[src/design/wav_header_parser_defines.svh]
// Assertion macros for the WAV header parser.
// Expects clk_i and rst_ni in the scope of each use; no other dependencies.
`ifndef WAV_HEADER_PARSER_DEFINES_SVH
`define WAV_HEADER_PARSER_DEFINES_SVH

`ifndef NO_ASSERTIONS
// Check a property on every clock edge outside reset
`define WHP_ASSERT(lbl, prop, msg) \
  lbl: assert property (@(posedge clk_i) disable iff (!rst_ni) prop) \
    else $error(msg);
// Check a property on every clock edge, reset included
`define WHP_ASSERT_ALWAYS(lbl, prop, msg) \
  lbl: assert property (@(posedge clk_i) prop) else $error(msg);
`else
`define WHP_ASSERT(lbl, prop, msg)
`define WHP_ASSERT_ALWAYS(lbl, prop, msg)
`endif

`endif

[src/design/whp_pkg.sv]
// Types, constants and the control store of the WAV header parser.
// No dependencies.
`timescale 1ns / 1ps

package whp_pkg;

  // Chunk tags as they appear big-endian in the tag shifter
  localparam logic [31:0] TAG_RIFF = 32'h5249_4646;
  localparam logic [31:0] TAG_WAVE = 32'h5741_5645;
  localparam logic [31:0] TAG_FMT  = 32'h666D_7420;
  localparam logic [31:0] TAG_DATA = 32'h6461_7461;

  localparam logic [15:0] FMT_PCM      = 16'd1;
  localparam logic [32:0] FMT_BODY_LEN = 33'd16;

  // Result payload width and its byte-padded stream width
  localparam int unsigned RESULT_W = 179;
  localparam int unsigned TDATA_W  = 184;

  // Program steps of the sequencer
  typedef enum logic [3:0] {
    SEQ_IDLE,
    SEQ_RIFF,
    SEQ_WAVE,
    SEQ_FMT_HDR,
    SEQ_FMT_SKIP,
    SEQ_FMT_BODY,
    SEQ_CHECK,
    SEQ_DATA_HDR,
    SEQ_DATA_SKIP
  } step_e;

  // Datapath operation selected by a control word
  typedef enum logic [2:0] {
    OP_IDLE,
    OP_HDR,
    OP_SKIP,
    OP_BODY,
    OP_CHECK
  } op_e;

  typedef enum logic [2:0] {
    ST_OK       = 3'd0,
    ST_NO_RIFF  = 3'd1,
    ST_NOT_WAVE = 3'd2,
    ST_RATE     = 3'd3,
    ST_NON_PCM  = 3'd4,
    ST_SHORT    = 3'd5
  } status_e;

  // One control word
  typedef struct packed {
    op_e         op;
    logic [3:0]  end_pos;    // last byte position of the step
    logic [31:0] tag;        // tag expected at the end of a header
    logic        cap_riff;   // latch the RIFF size at the end
    logic        hit_ok;     // tag match finishes the file
    logic        miss_err;   // tag mismatch is an error
    status_e     err_code;
    step_e       hit_next;   // jump on match, body or skip done, or large skip
    step_e       miss_next;  // jump on mismatch with a nonzero size, or no skip left
  } uc_t;

  typedef struct packed {
    logic [31:0] data_len;
    logic [15:0] smp_bits;
    logic [15:0] frame_len;
    logic [31:0] avg_rate;
    logic [31:0] smp_rate;
    logic [15:0] chan_cnt;
    logic [31:0] riff_len;
    status_e     status;
  } result_t;

  // Control store
  function automatic uc_t uc_rom(step_e s);
    uc_t w;
    w.op        = OP_IDLE;
    w.end_pos   = 4'd0;
    w.tag       = 32'd0;
    w.cap_riff  = 1'b0;
    w.hit_ok    = 1'b0;
    w.miss_err  = 1'b0;
    w.err_code  = ST_OK;
    w.hit_next  = SEQ_IDLE;
    w.miss_next = SEQ_IDLE;
    unique case (s)
      SEQ_RIFF: begin
        w.op = OP_HDR; w.end_pos = 4'd7; w.tag = TAG_RIFF; w.cap_riff = 1'b1;
        w.miss_err = 1'b1; w.err_code = ST_NO_RIFF; w.hit_next = SEQ_WAVE;
      end
      SEQ_WAVE: begin
        w.op = OP_HDR; w.end_pos = 4'd3; w.tag = TAG_WAVE;
        w.miss_err = 1'b1; w.err_code = ST_NOT_WAVE; w.hit_next = SEQ_FMT_HDR;
      end
      SEQ_FMT_HDR: begin
        w.op = OP_HDR; w.end_pos = 4'd7; w.tag = TAG_FMT;
        w.hit_next = SEQ_FMT_BODY; w.miss_next = SEQ_FMT_SKIP;
      end
      SEQ_FMT_SKIP: begin
        w.op = OP_SKIP; w.hit_next = SEQ_FMT_HDR;
      end
      SEQ_FMT_BODY: begin
        w.op = OP_BODY; w.end_pos = 4'd15; w.hit_next = SEQ_CHECK;
      end
      SEQ_CHECK: begin
        w.op = OP_CHECK; w.hit_next = SEQ_DATA_SKIP; w.miss_next = SEQ_DATA_HDR;
      end
      SEQ_DATA_HDR: begin
        w.op = OP_HDR; w.end_pos = 4'd7; w.tag = TAG_DATA; w.hit_ok = 1'b1;
        w.hit_next = SEQ_IDLE; w.miss_next = SEQ_DATA_SKIP;
      end
      SEQ_DATA_SKIP: begin
        w.op = OP_SKIP; w.hit_next = SEQ_DATA_HDR;
      end
      default: begin
        w.op = OP_IDLE;
      end
    endcase
    return w;
  endfunction

endpackage

[src/design/wav_header_parser.sv]
// WAV header parser: control-store sequencer over a byte datapath (whp_pkg, defines).
// Results: the result of a byte is registered in the output register or skid stage; after
// the last fmt byte the rate check runs first, in a step of its own.
// Throughput: one byte per cycle, with a stall while the rate check runs and while both
// output register and skid stage hold results.
// Reset (rst_ni low, asynchronous): sequencer idle, output empty; bytes wait for tuser.
`timescale 1ns / 1ps
`include "wav_header_parser_defines.svh"

module wav_header_parser (
  input  logic                         clk_i,
  input  logic                         rst_ni,
  input  logic                         s_axis_tvalid,
  output logic                         s_axis_tready,
  input  logic [7:0]                   s_axis_tdata,   // [7:0] data_byte
  input  logic                         s_axis_tuser,   // first_byte
  input  logic                         s_axis_tlast,   // last_byte
  output logic                         m_axis_tvalid,
  input  logic                         m_axis_tready,
  // [2:0] status, [34:3] riff_len, [50:35] chan_cnt, [82:51] smp_rate,
  // [114:83] avg_rate, [130:115] frame_len, [146:131] smp_bits,
  // [178:147] data_len, [183:179] zero
  output logic [whp_pkg::TDATA_W-1:0] m_axis_tdata
);
  import whp_pkg::*;

  // Sequencer and datapath registers
  step_e       step_q, step_d;
  logic [3:0]  pos_q, pos_d;
  logic        last_q, last_d;
  logic [32:0] skip_q, skip_d;
  logic [31:0] tag_q, tag_d, size_q, size_d;
  logic [31:0] riff_q, riff_d, rate_q, rate_d, avg_q, avg_d;
  logic [15:0] chan_q, chan_d, align_q, align_d, bits_q, bits_d, fmt_q, fmt_d;
  logic [31:0] prod_q;

  // Output register and skid stage
  result_t out_q, skid_q;
  logic    out_valid_q, skid_valid_q;

  // Values seen by the current step (cleared on a first byte)
  logic        accept, restart, go;
  step_e       step_b;
  logic [3:0]  pos_b;
  logic [31:0] tag_b, size_b;
  logic [15:0] fmt_b;
  uc_t         uc;

  logic [31:0] tag_n, size_n;
  logic [32:0] padded, skip_dec;
  logic        pos_end, tag_hit, fmt_bad;
  logic [47:0] prod_full;
  logic [44:0] chk_full;
  logic        rate_bad;
  logic        in_skip;

  logic        res_valid;
  status_e     res_status;
  logic [31:0] res_dsz;
  result_t     res;

  assign accept  = s_axis_tvalid && s_axis_tready;
  assign restart = accept && s_axis_tuser;
  assign s_axis_tready = !skid_valid_q && (step_q != SEQ_CHECK);

  // Select the step and clear state on a new file
  assign step_b = restart ? SEQ_RIFF : step_q;
  assign pos_b  = restart ? 4'd0 : pos_q;
  assign tag_b  = restart ? 32'd0 : tag_q;
  assign size_b = restart ? 32'd0 : size_q;
  assign fmt_b  = restart ? 16'd0 : fmt_q;
  assign uc     = uc_rom(step_b);
  assign go     = (uc.op == OP_CHECK) ? !skid_valid_q : accept;

  // Header shifters: tag big-endian, size little-endian
  assign tag_n   = (pos_b < 4'd4 || pos_b >= 4'd8) ? {tag_b[23:0], s_axis_tdata} : tag_b;
  assign size_n  = (pos_b < 4'd4 || pos_b >= 4'd8) ? size_b : {s_axis_tdata, size_b[31:8]};
  assign pos_end = (pos_b == uc.end_pos);
  assign tag_hit = (tag_n == uc.tag);
  assign padded  = {1'b0, size_n} + {32'd0, size_n[0]};
  assign skip_dec = skip_q - 33'd1;
  assign fmt_bad = (pos_b == 4'd13) && (fmt_b != FMT_PCM);

  // Rate check: channels times rate registered, then times bytes per sample
  assign prod_full = rate_q * chan_q;
  assign chk_full  = prod_q * bits_q[15:3];
  assign rate_bad  = (chk_full[31:0] != avg_q);

  // Next state of sequencer and datapath
  always_comb begin : next_state
    step_d  = step_b;
    pos_d   = pos_b;
    last_d  = last_q;
    skip_d  = restart ? 33'd0 : skip_q;
    tag_d   = tag_b;
    size_d  = size_b;
    riff_d  = restart ? 32'd0 : riff_q;
    chan_d  = restart ? 16'd0 : chan_q;
    rate_d  = restart ? 32'd0 : rate_q;
    avg_d   = restart ? 32'd0 : avg_q;
    align_d = restart ? 16'd0 : align_q;
    bits_d  = restart ? 16'd0 : bits_q;
    fmt_d   = fmt_b;
    if (go) begin
      unique case (uc.op)
        OP_HDR: begin
          tag_d  = tag_n;
          size_d = size_n;
          if (pos_end) begin
            pos_d  = 4'd0;
            skip_d = padded;
            if (uc.cap_riff) begin
              riff_d = size_n;
            end
            if (tag_hit) begin
              step_d = uc.hit_next;
            end else if (padded != 33'd0) begin
              step_d = uc.miss_next;
            end
          end else begin
            pos_d = pos_b + 4'd1;
          end
        end
        OP_SKIP: begin
          skip_d = skip_dec;
          if (skip_dec == 33'd0) begin
            step_d = uc.hit_next;
            pos_d  = 4'd0;
          end
        end
        OP_BODY: begin
          case (pos_b)
            4'd0:  fmt_d[7:0]     = s_axis_tdata;
            4'd1:  fmt_d[15:8]    = s_axis_tdata;
            4'd2:  chan_d[7:0]    = s_axis_tdata;
            4'd3:  chan_d[15:8]   = s_axis_tdata;
            4'd4:  rate_d[7:0]    = s_axis_tdata;
            4'd5:  rate_d[15:8]   = s_axis_tdata;
            4'd6:  rate_d[23:16]  = s_axis_tdata;
            4'd7:  rate_d[31:24]  = s_axis_tdata;
            4'd8:  avg_d[7:0]     = s_axis_tdata;
            4'd9:  avg_d[15:8]    = s_axis_tdata;
            4'd10: avg_d[23:16]   = s_axis_tdata;
            4'd11: avg_d[31:24]   = s_axis_tdata;
            4'd12: align_d[7:0]   = s_axis_tdata;
            4'd13: align_d[15:8]  = s_axis_tdata;
            4'd14: bits_d[7:0]    = s_axis_tdata;
            default: bits_d[15:8] = s_axis_tdata;
          endcase
          if (pos_end) begin
            step_d = uc.hit_next;
            pos_d  = 4'd0;
            last_d = s_axis_tlast;
          end else begin
            pos_d = pos_b + 4'd1;
          end
        end
        OP_CHECK: begin
          if (skip_q > FMT_BODY_LEN) begin
            skip_d = skip_q - FMT_BODY_LEN;
            step_d = uc.hit_next;
          end else begin
            skip_d = 33'd0;
            step_d = uc.miss_next;
          end
        end
        default: begin
          step_d = step_b;
        end
      endcase
    end
    // Drop back to idle once the file has its result
    if (res_valid) begin
      step_d = SEQ_IDLE;
      pos_d  = 4'd0;
    end
  end

  // Result decision
  always_comb begin : result_dec
    res_valid  = 1'b0;
    res_status = ST_OK;
    res_dsz    = 32'd0;
    if (go) begin
      unique case (uc.op)
        OP_HDR: begin
          if (pos_end && uc.miss_err && !tag_hit) begin
            res_valid  = 1'b1;
            res_status = uc.err_code;
          end else if (pos_end && uc.hit_ok && tag_hit) begin
            res_valid  = 1'b1;
            res_status = ST_OK;
            res_dsz    = size_n;
          end
        end
        OP_BODY: begin
          if (fmt_bad) begin
            res_valid  = 1'b1;
            res_status = ST_NON_PCM;
          end
        end
        OP_CHECK: begin
          if (rate_bad) begin
            res_valid  = 1'b1;
            res_status = ST_RATE;
          end else if (last_q) begin
            res_valid  = 1'b1;
            res_status = ST_SHORT;
          end
        end
        default: begin
          res_valid = 1'b0;
        end
      endcase
    end
    // Early end; the final fmt byte defers it to the rate check
    if (!res_valid && accept && s_axis_tlast && step_b != SEQ_IDLE &&
        !(uc.op == OP_BODY && pos_end)) begin
      res_valid  = 1'b1;
      res_status = ST_SHORT;
      res_dsz    = 32'd0;
    end
  end

  // Assemble the result from the updated fields
  always_comb begin : result_pack
    res.status    = res_status;
    res.riff_len  = riff_d;
    res.chan_cnt  = chan_d;
    res.smp_rate  = rate_d;
    res.avg_rate  = avg_d;
    res.frame_len = align_d;
    res.smp_bits  = bits_d;
    res.data_len  = res_dsz;
  end

  // Control registers
  always_ff @(posedge clk_i or negedge rst_ni) begin
    if (!rst_ni) begin
      step_q <= SEQ_IDLE;
      pos_q  <= 4'd0;
      last_q <= 1'b0;
    end else begin
      step_q <= step_d;
      pos_q  <= pos_d;
      last_q <= last_d;
    end
  end

  // Datapath registers
  always_ff @(posedge clk_i) begin
    skip_q  <= skip_d;
    tag_q   <= tag_d;
    size_q  <= size_d;
    riff_q  <= riff_d;
    chan_q  <= chan_d;
    rate_q  <= rate_d;
    avg_q   <= avg_d;
    align_q <= align_d;
    bits_q  <= bits_d;
    fmt_q   <= fmt_d;
    prod_q  <= prod_full[31:0];
  end

  // Output register and skid stage valids
  always_ff @(posedge clk_i or negedge rst_ni) begin
    if (!rst_ni) begin
      out_valid_q  <= 1'b0;
      skid_valid_q <= 1'b0;
    end else if (!out_valid_q || m_axis_tready) begin
      if (skid_valid_q) begin
        out_valid_q  <= 1'b1;
        skid_valid_q <= 1'b0;
      end else begin
        out_valid_q <= res_valid;
      end
    end else if (res_valid) begin
      skid_valid_q <= 1'b1;
    end
  end

  // Output register and skid stage payload
  always_ff @(posedge clk_i) begin
    if (!out_valid_q || m_axis_tready) begin
      out_q <= skid_valid_q ? skid_q : res;
    end else if (res_valid) begin
      skid_q <= res;
    end
  end

  assign m_axis_tvalid = out_valid_q;
  assign m_axis_tdata  = {5'd0, out_q.data_len, out_q.smp_bits, out_q.frame_len,
                          out_q.avg_rate, out_q.smp_rate, out_q.chan_cnt,
                          out_q.riff_len, out_q.status};

  // Assertions
  assign in_skip = (step_q == SEQ_FMT_SKIP) || (step_q == SEQ_DATA_SKIP);

  `WHP_ASSERT_ALWAYS(a_skid_behind_out, skid_valid_q |-> out_valid_q, "skid ahead of output")
  `WHP_ASSERT(a_check_stalls, (step_q == SEQ_CHECK) |-> !s_axis_tready, "byte in rate check")
  `WHP_ASSERT(a_result_idles, res_valid |=> (step_q == SEQ_IDLE && pos_q == 4'd0), "busy")
  `WHP_ASSERT(a_skip_nonzero, in_skip |-> (skip_q != 33'd0), "skip step with nothing to skip")
  `WHP_ASSERT(a_no_result_when_full, skid_valid_q |-> !res_valid, "result with both slots full")

endmodule
[config.mk]
export PLATFORM = sky130hd
export DESIGN_NAME = wav_header_parser
export DESIGN_NICKNAME = d
export VERILOG_FILES = /design/src/design/whp_pkg.sv /design/src/design/wav_header_parser.sv
export VERILOG_INCLUDE_DIRS = /design/src /design/src/design
export SDC_FILE = /design/constraint.sdc
export NUM_CORES = 2
export LEC_CHECK = 0
export ABC_AREA = 1
export BUFFER_PORTS_ARGS = -buffer_cell sky130_fd_sc_hd__buf_2
export CAP_MARGIN = 20
export CORE_ASPECT_RATIO = 0.6
export CORE_MARGIN = 2
export CORE_UTILIZATION = 61
export CTS_CLUSTER_SIZE = 24
export DETAILED_ROUTE_END_ITERATION = 10
export PLACE_DENSITY = 0.79
export RECOVER_POWER = 100
export SLEW_MARGIN = 30
export SYNTH_ARGS = -nofsm -noshare
export SYNTH_HDL_FRONTEND = slang
export SYNTH_SLANG_ARGS = --single-unit
[constraint.sdc]
create_clock -name clk_i -period 20.5 [get_ports clk_i]
set_clock_uncertainty 0.1 [all_clocks]
set_input_delay 6.15 -clock clk_i [delete_from_list [all_inputs] [get_ports clk_i]]
set_output_delay 6.15 -clock clk_i [all_outputs]
set_load 0.005 [all_outputs]
# --- After elaboration in Yosys (flattened, before gate mapping) ---
# Cells that the tools add are included.
totals:
  register_bits: 658
  elab_cells: 207
classes:
  addsub: 4
  mul: 2
  order_cmp: 3
  eq_ne: 31
  mux: 101
  bitwise_logic: 1
  reduce_logical: 33
op_table:
  columns: ["operator", "n"]
  rows:
  - ["$mux W32", 24]
  - ["$mux W16", 12]
  - ["$mux W179", 1]
  - ["$mux W33", 4]
  - ["$mux W8", 16]
  - ["$pmux W31 S4", 1]
  - ["$pmux W33 S3", 1]
  - ["$mux W4", 14]
  - ["$add A32 B1 Y33", 1]
  - ["$gt A33 B5 Y1 const B", 1]
  - ["$logic_not A33 Y1", 1]
  - ["$reduce_bool A33 Y1", 1]
  - ["$sub A33 B1 Y33 const B", 1]
  - ["$sub A33 B5 Y33 const B", 1]
  - ["$eq A32 B32 Y1", 1]
  - ["$eq A4 B3 Y1 const B", 8]
  - ["$eq A4 B4 Y1 const B", 8]
  - ["$mul A32 B13 Y32", 1]
  - ["$mul A32 B16 Y32", 1]
  - ["$ne A32 B32 Y1", 1]
  - ["$pmux W4 S3", 2]
  - ["$pmux W4 S6", 1]
  - ["$mux W3", 6]
  - ["$eq A4 B2 Y1 const B", 4]
  - ["29 further kinds", 63]

# --- Depth between registers and ports, before layout ---
depth:
  ltp_word: 23
  depth_mapped: 37
  depth_no_buf: 35

# --- Worst setup path before layout ---
# No wires, ideal clock.
synth_timing:
  kind: "input to register"
  from: "input port m_axis_tready"
  to: "register skid_q[0] in the netlist's numbering (enable)"
  arrival_ps: 19149
  required_time_ps: 18304
  slack_ps: -844
  stages: 3
  path_cell_list: "nor2_1 > inv_1 > a21oi_1"
synth_via:
  elab_chain_len: 3
synth_rtl:
  columns: ["element", "line", "rtl"]
  rows:
  - ["start, declared", "wav_header_parser.sv:19", "input logic m_axis_tready,"]
  - ["$logic_or A1 B1 Y1", "wav_header_parser.sv:284", "if (!out_valid_q || m_axis_tready) begin"]
  - ["$not A1 Y1 (no source line)", null, null]
  - ["$reduce_and A2 Y1 (no source line)", null, null]
  - ["end signal, assigned", "wav_header_parser.sv:287", "skid_q <= res;"]
  - ["end, declared", "wav_header_parser.sv:38", "result_t out_q, skid_q;"]
# Every way passes these cells.
# A chain may end at the register's enable or synchronous reset.

# --- Final worst setup path ---
layout_timing:
  from: "input port s_axis_tvalid"
  to: "register out_q (netlist bit m_axis_tdata[21]) (data pin)"
layout_via:
  elab_chain_len: 11
  elab_cells_between_ends: 33
  classes_between: "order compare: 2; eq/ne: 11; mux: 14; reduce/logical: 6"
layout_rtl:
  columns: ["element", "line", "rtl"]
  rows:
  - ["start, declared", "wav_header_parser.sv:13", "input logic s_axis_tvalid,"]
  - ["$logic_and A1 B1 Y1 *", "wav_header_parser.sv:62", "assign accept = s_axis_tvalid && s_axis_tready;"]
  - ["$logic_and A1 B1 Y1", "wav_header_parser.sv:63", "assign restart = accept && s_axis_tuser;"]
  - ["$mux W4 (on tied branches)", "wav_header_parser.sv:67, wav_header_parser.sv:68", null]
  - ["$eq A4 B3 Y1, or another cell as far along", "whp_pkg.sv:87", "unique case (s)"]
  - ["$reduce_or A3 Y1 (no source line) / $logic_or A1 B1 Y1 (equally long branches)", null, null]
  - ["$pmux W4 S3 / $mux W32 (equally long branches)", "whp_pkg.sv:87, wav_header_parser.sv:77", null]
  - ["$eq A4 B4 Y1 / $mux W32 (equally long branches)", "wav_header_parser.sv:78, wav_header_parser.sv:112", null]
  - ["$mux W32", "wav_header_parser.sv:109", "if (pos_end) begin"]
  - ["$mux W32", "wav_header_parser.sv:105", "unique case (uc.op)"]
  - ["$mux W32 *", "wav_header_parser.sv:104", "if (go) begin"]
  - ["net riff_d[18]", "wav_header_parser.sv:33", "logic [31:0] riff_q, riff_d, rate_q, rate_d, avg_q, avg_d;"]
  - ["$mux W179 *", "wav_header_parser.sv:285", "out_q <= skid_valid_q ? skid_q : res;"]
  - ["end signal, assigned", "wav_header_parser.sv:285", null]
  - ["end, declared", "wav_header_parser.sv:38", null]
# The timed path passes the listed nets; every way through them passes the cells marked *.

==> reports/summary.txt <==
Avg WL per Cell = 22.09 um
Yosys warning total = 0
Hold WC Path Type = reg -> reg
Avg Cell Area, Syn = 8.473 um^2
CP Capture Type = register
final net count = 6545
top_reg_cell synth = edfxtp_1
leakage = 22.77 nW
number of synthesized flops with an enable pin = 362
max-cap violations = 5
Starting Density = 0.6193
largest net degree at the start of global routing = 180
worst IR drop on VDD = 236.6 uV
Residual DRC = 0
Final HPWL DP = 111100 um
Skew-Pair Late Insertion Delay = 0.70 ns
#FFs+latches synth = 658
clock tree buffer depth = 3
cts hold-fix bufs = 0
Netlist Area Pre-Place = 49530 um^2
WL met2 = 58480 um
DR vias = 40992
Arrival @ worst endpoint = 15.65 ns
post-synth cell types = 65
largest area contributor in the netlist = fa_1
Synth-to-Final Area Change = 6.848%
drt total wl = 153800 um
HP Start = fmt_q[0]$_DFF_P_
Setup Fix Bufs, Post-CTS = 0
CTS tree = done
share of cells above drive strength 1 = 0.05073
power density over the cells = 97.61 nW/um^2
worst-path cell chain = clkbuf_1 -> nand4_4 -> clkbuf_1 -> nand2_1 -> nor2_1 -> inv_2 -> nor2_2 -> nor2_1 -> nand2_1 -> inv_2 -> nor2_1 -> clkbuf_1 -> nand2_4 -> o21ai_0 -> nand2_1 -> nand2_1
Die X = 371.9 um
RSZ-0062 raised after global routing = no
number of fill cells in the layout = 6509
failing checks = capacitance limit, slew limit
Crit Path Max Fanout = 97
# setup viols final = 0
kind of critical path = in -> reg
R2R Path Start = skid_valid_q$_DFFE_PN0P_
wl on met1 = 66150 um
# H-tree levels = 2
CTS Sinks = 658
core area = 79980 um^2
Worst-Margin Slew = 8.875 ns
Clock transition at path regs = 0.07 ns
Setup crit start = s_axis_tvalid
status = finished, violations left
count leader, synth = nand2_1
GPL Wtd Cong = 1.065
Syn Inst Count = 5846
Post-synth top cells = 1795 x nand2_1, 845 x inv_1, 561 x fa_1
Async SR Flop Fraction = 0.01672
cells resized by post-CTS repair = 0
metal3 WL = 25540 um
Total GRT Usage = 0.3725
Worst path slowest cell = clkbuf_1
sequential area share after synthesis = 0.3402
die area = 83570 um^2
Vias/cell = 5.888
CP Data Required Time = 20.96 ns
clock buffer count from CTS = 59
root buffer cell = clkbuf_16
Die H = 224.7 um
Worst path max stage delay = 2.72 ns
Final Hold Fails = 0
startpoint types = input pin
initial antenna violation count = 8
Max Fclk = 65.85 MHz
global-route wire length before repair = 235100 um
remaining global-route overflow = 0
CP dominant cell by count = nand2_1
number of top-level pins = 200
DR top layer = met5
total power draw = 5.166 mW
slew margin rel. = -4.916
vias in the first global route = 39454
drt pass-1 iters = 6
PortBufs = 194
drt first-iter violations = 6163
share of the synthesized area in the top cell type = 0.2267
ranking of synthesized cells by area = fa_1 23%, edfxtp_1 22%, nand2_1 14%
Cell Rows = 80
Detail Route Antenna Nets = 0
Pins Over Slew Limit = 366
post-layout min period = 15.19 ns
fin crit share = 0.7408
Setup TNS Final = 0 ns
## layer usage
layer	GRT usage	vias up
met5	0	-
met4	0.08468	6
met3	0.1471	285
met2	0.4791	2805
met1	0.5814	19712
li1	-	18184
## flip-flops by register name, summed over array words and instances, names as in the netlist, 4 cells and up
name and count:
m_axis_tdata 179, step_q 4, avg_q 32, skip_q 33, prod_q 32, skid_q 179
bits_q 16, fmt_q 16, align_q 16, rate_q 32, size_q 32, chan_q 16
riff_q 32, pos_q 4, tag_q 32
## critical path: cells and delay by family
kind / cells / cell delay, ns
AND/OR/NAND/NOR: 10 / 3.49
AO/OA/AOI/OAI: 1 / 0.72
buffers and inverters: 5 / 5.20
## power breakdown
part	leakage, nW	switching (mW)	internal (mW)	total (mW)
combinational	15.5	1.50	0.599	2.10
sequential	6.24	0.165	1.66	1.83
clock	1.04	0.553	0.687	1.24
total	22.8	2.22	2.95	5.17
## layout make-up
class | instances | area (um^2) | share of cell area
inverters | 857 | 3223 | 0.06090
flip-flops and latches | 658 | 16860 | 0.3187
diodes | 2 | 5.005 | 0.00009456
clock inverters | 41 | 583.1 | 0.01102
multi-input cells | 4016 | 28080 | 0.5305
well taps | 1066 | 1334 | 0.02520
repair buffers | 251 | 1262 | 0.02385
clock buffers | 71 | 1574 | 0.02974
## placed cells by master, fill, tap and decap left out, types with 5 or more instances in the layout
cell type and instances:
nand2_1 1797, inv_1 842, fa_1 561, edfxtp_1 362
nor2_1 356, o21ai_0 318, dfxtp_1 278, nand3_1 253
ha_1 127, clkbuf_1 120, xor2_1 113, a21oi_1 109
nand4_1 87, buf_2 87, xnor2_1 71, clkbuf_16 61
buf_4 50, nor3_1 33, o21ai_1 18, a32o_1 17
o221ai_1 16, nor4_1 15, nor2_2 12, o211ai_1 11
inv_2 11, clkinv_2 11, o22ai_1 10, bufinv_16 10
dfrtp_1 9, a31oi_1 8, a21o_1 7, dfxtp_2 7
or2_2 6, nor2_4 6, a21boi_0 5, inv_6 5
a22oi_1 5, conb_1 5, clkinvlp_4 5
## cell families after synthesis
group | after synthesis | synth area share
xor+xnor | 184 | 0.03254
mux | 1 | 0.0002273
flops | 658 | 0.3402
compound gates | 554 | 0.06297
fa+ha+maj | 688 | 0.2588
buf+inv | 1176 | 0.09228
other cells | 1 | 0.00007571
simple gates | 2584 | 0.2129
## through the flow
step	setup WS (ns)	utilization	cells	hold slack, ns	cell area, um^2
after floorplan	1.561	-	5850	0.3477	49550
final	5.313	0.6617	6962	0.3790	52920
after CTS	9.153	0.6645	6959	0.3766	53150
after global placement	8.623	0.6375	6847	0.3583	50980
after detailed placement	8.446	0.6376	6847	0.3658	50990
after global routing	4.388	0.6617	6961	0.3882	52920
## final timing paths
path	to	slack, ns	cells after the start
min reg2reg	fmt_q[0]$_DFF_P_	0.38	2
max in group asynchronous	skid_valid_q$_DFFE_PN0P_	14.36	1
min in group asynchronous	pos_q[1]$_DFF_PN0_	5.40	1
max	m_axis_tdata[21]$_DFFE_PN_	5.31	16
min	fmt_q[0]$_DFF_P_	0.38	2
max reg2reg	m_axis_tdata[21]$_DFFE_PN_	9.58	16
Note: power is estimated with default switching activity, not from simulation.
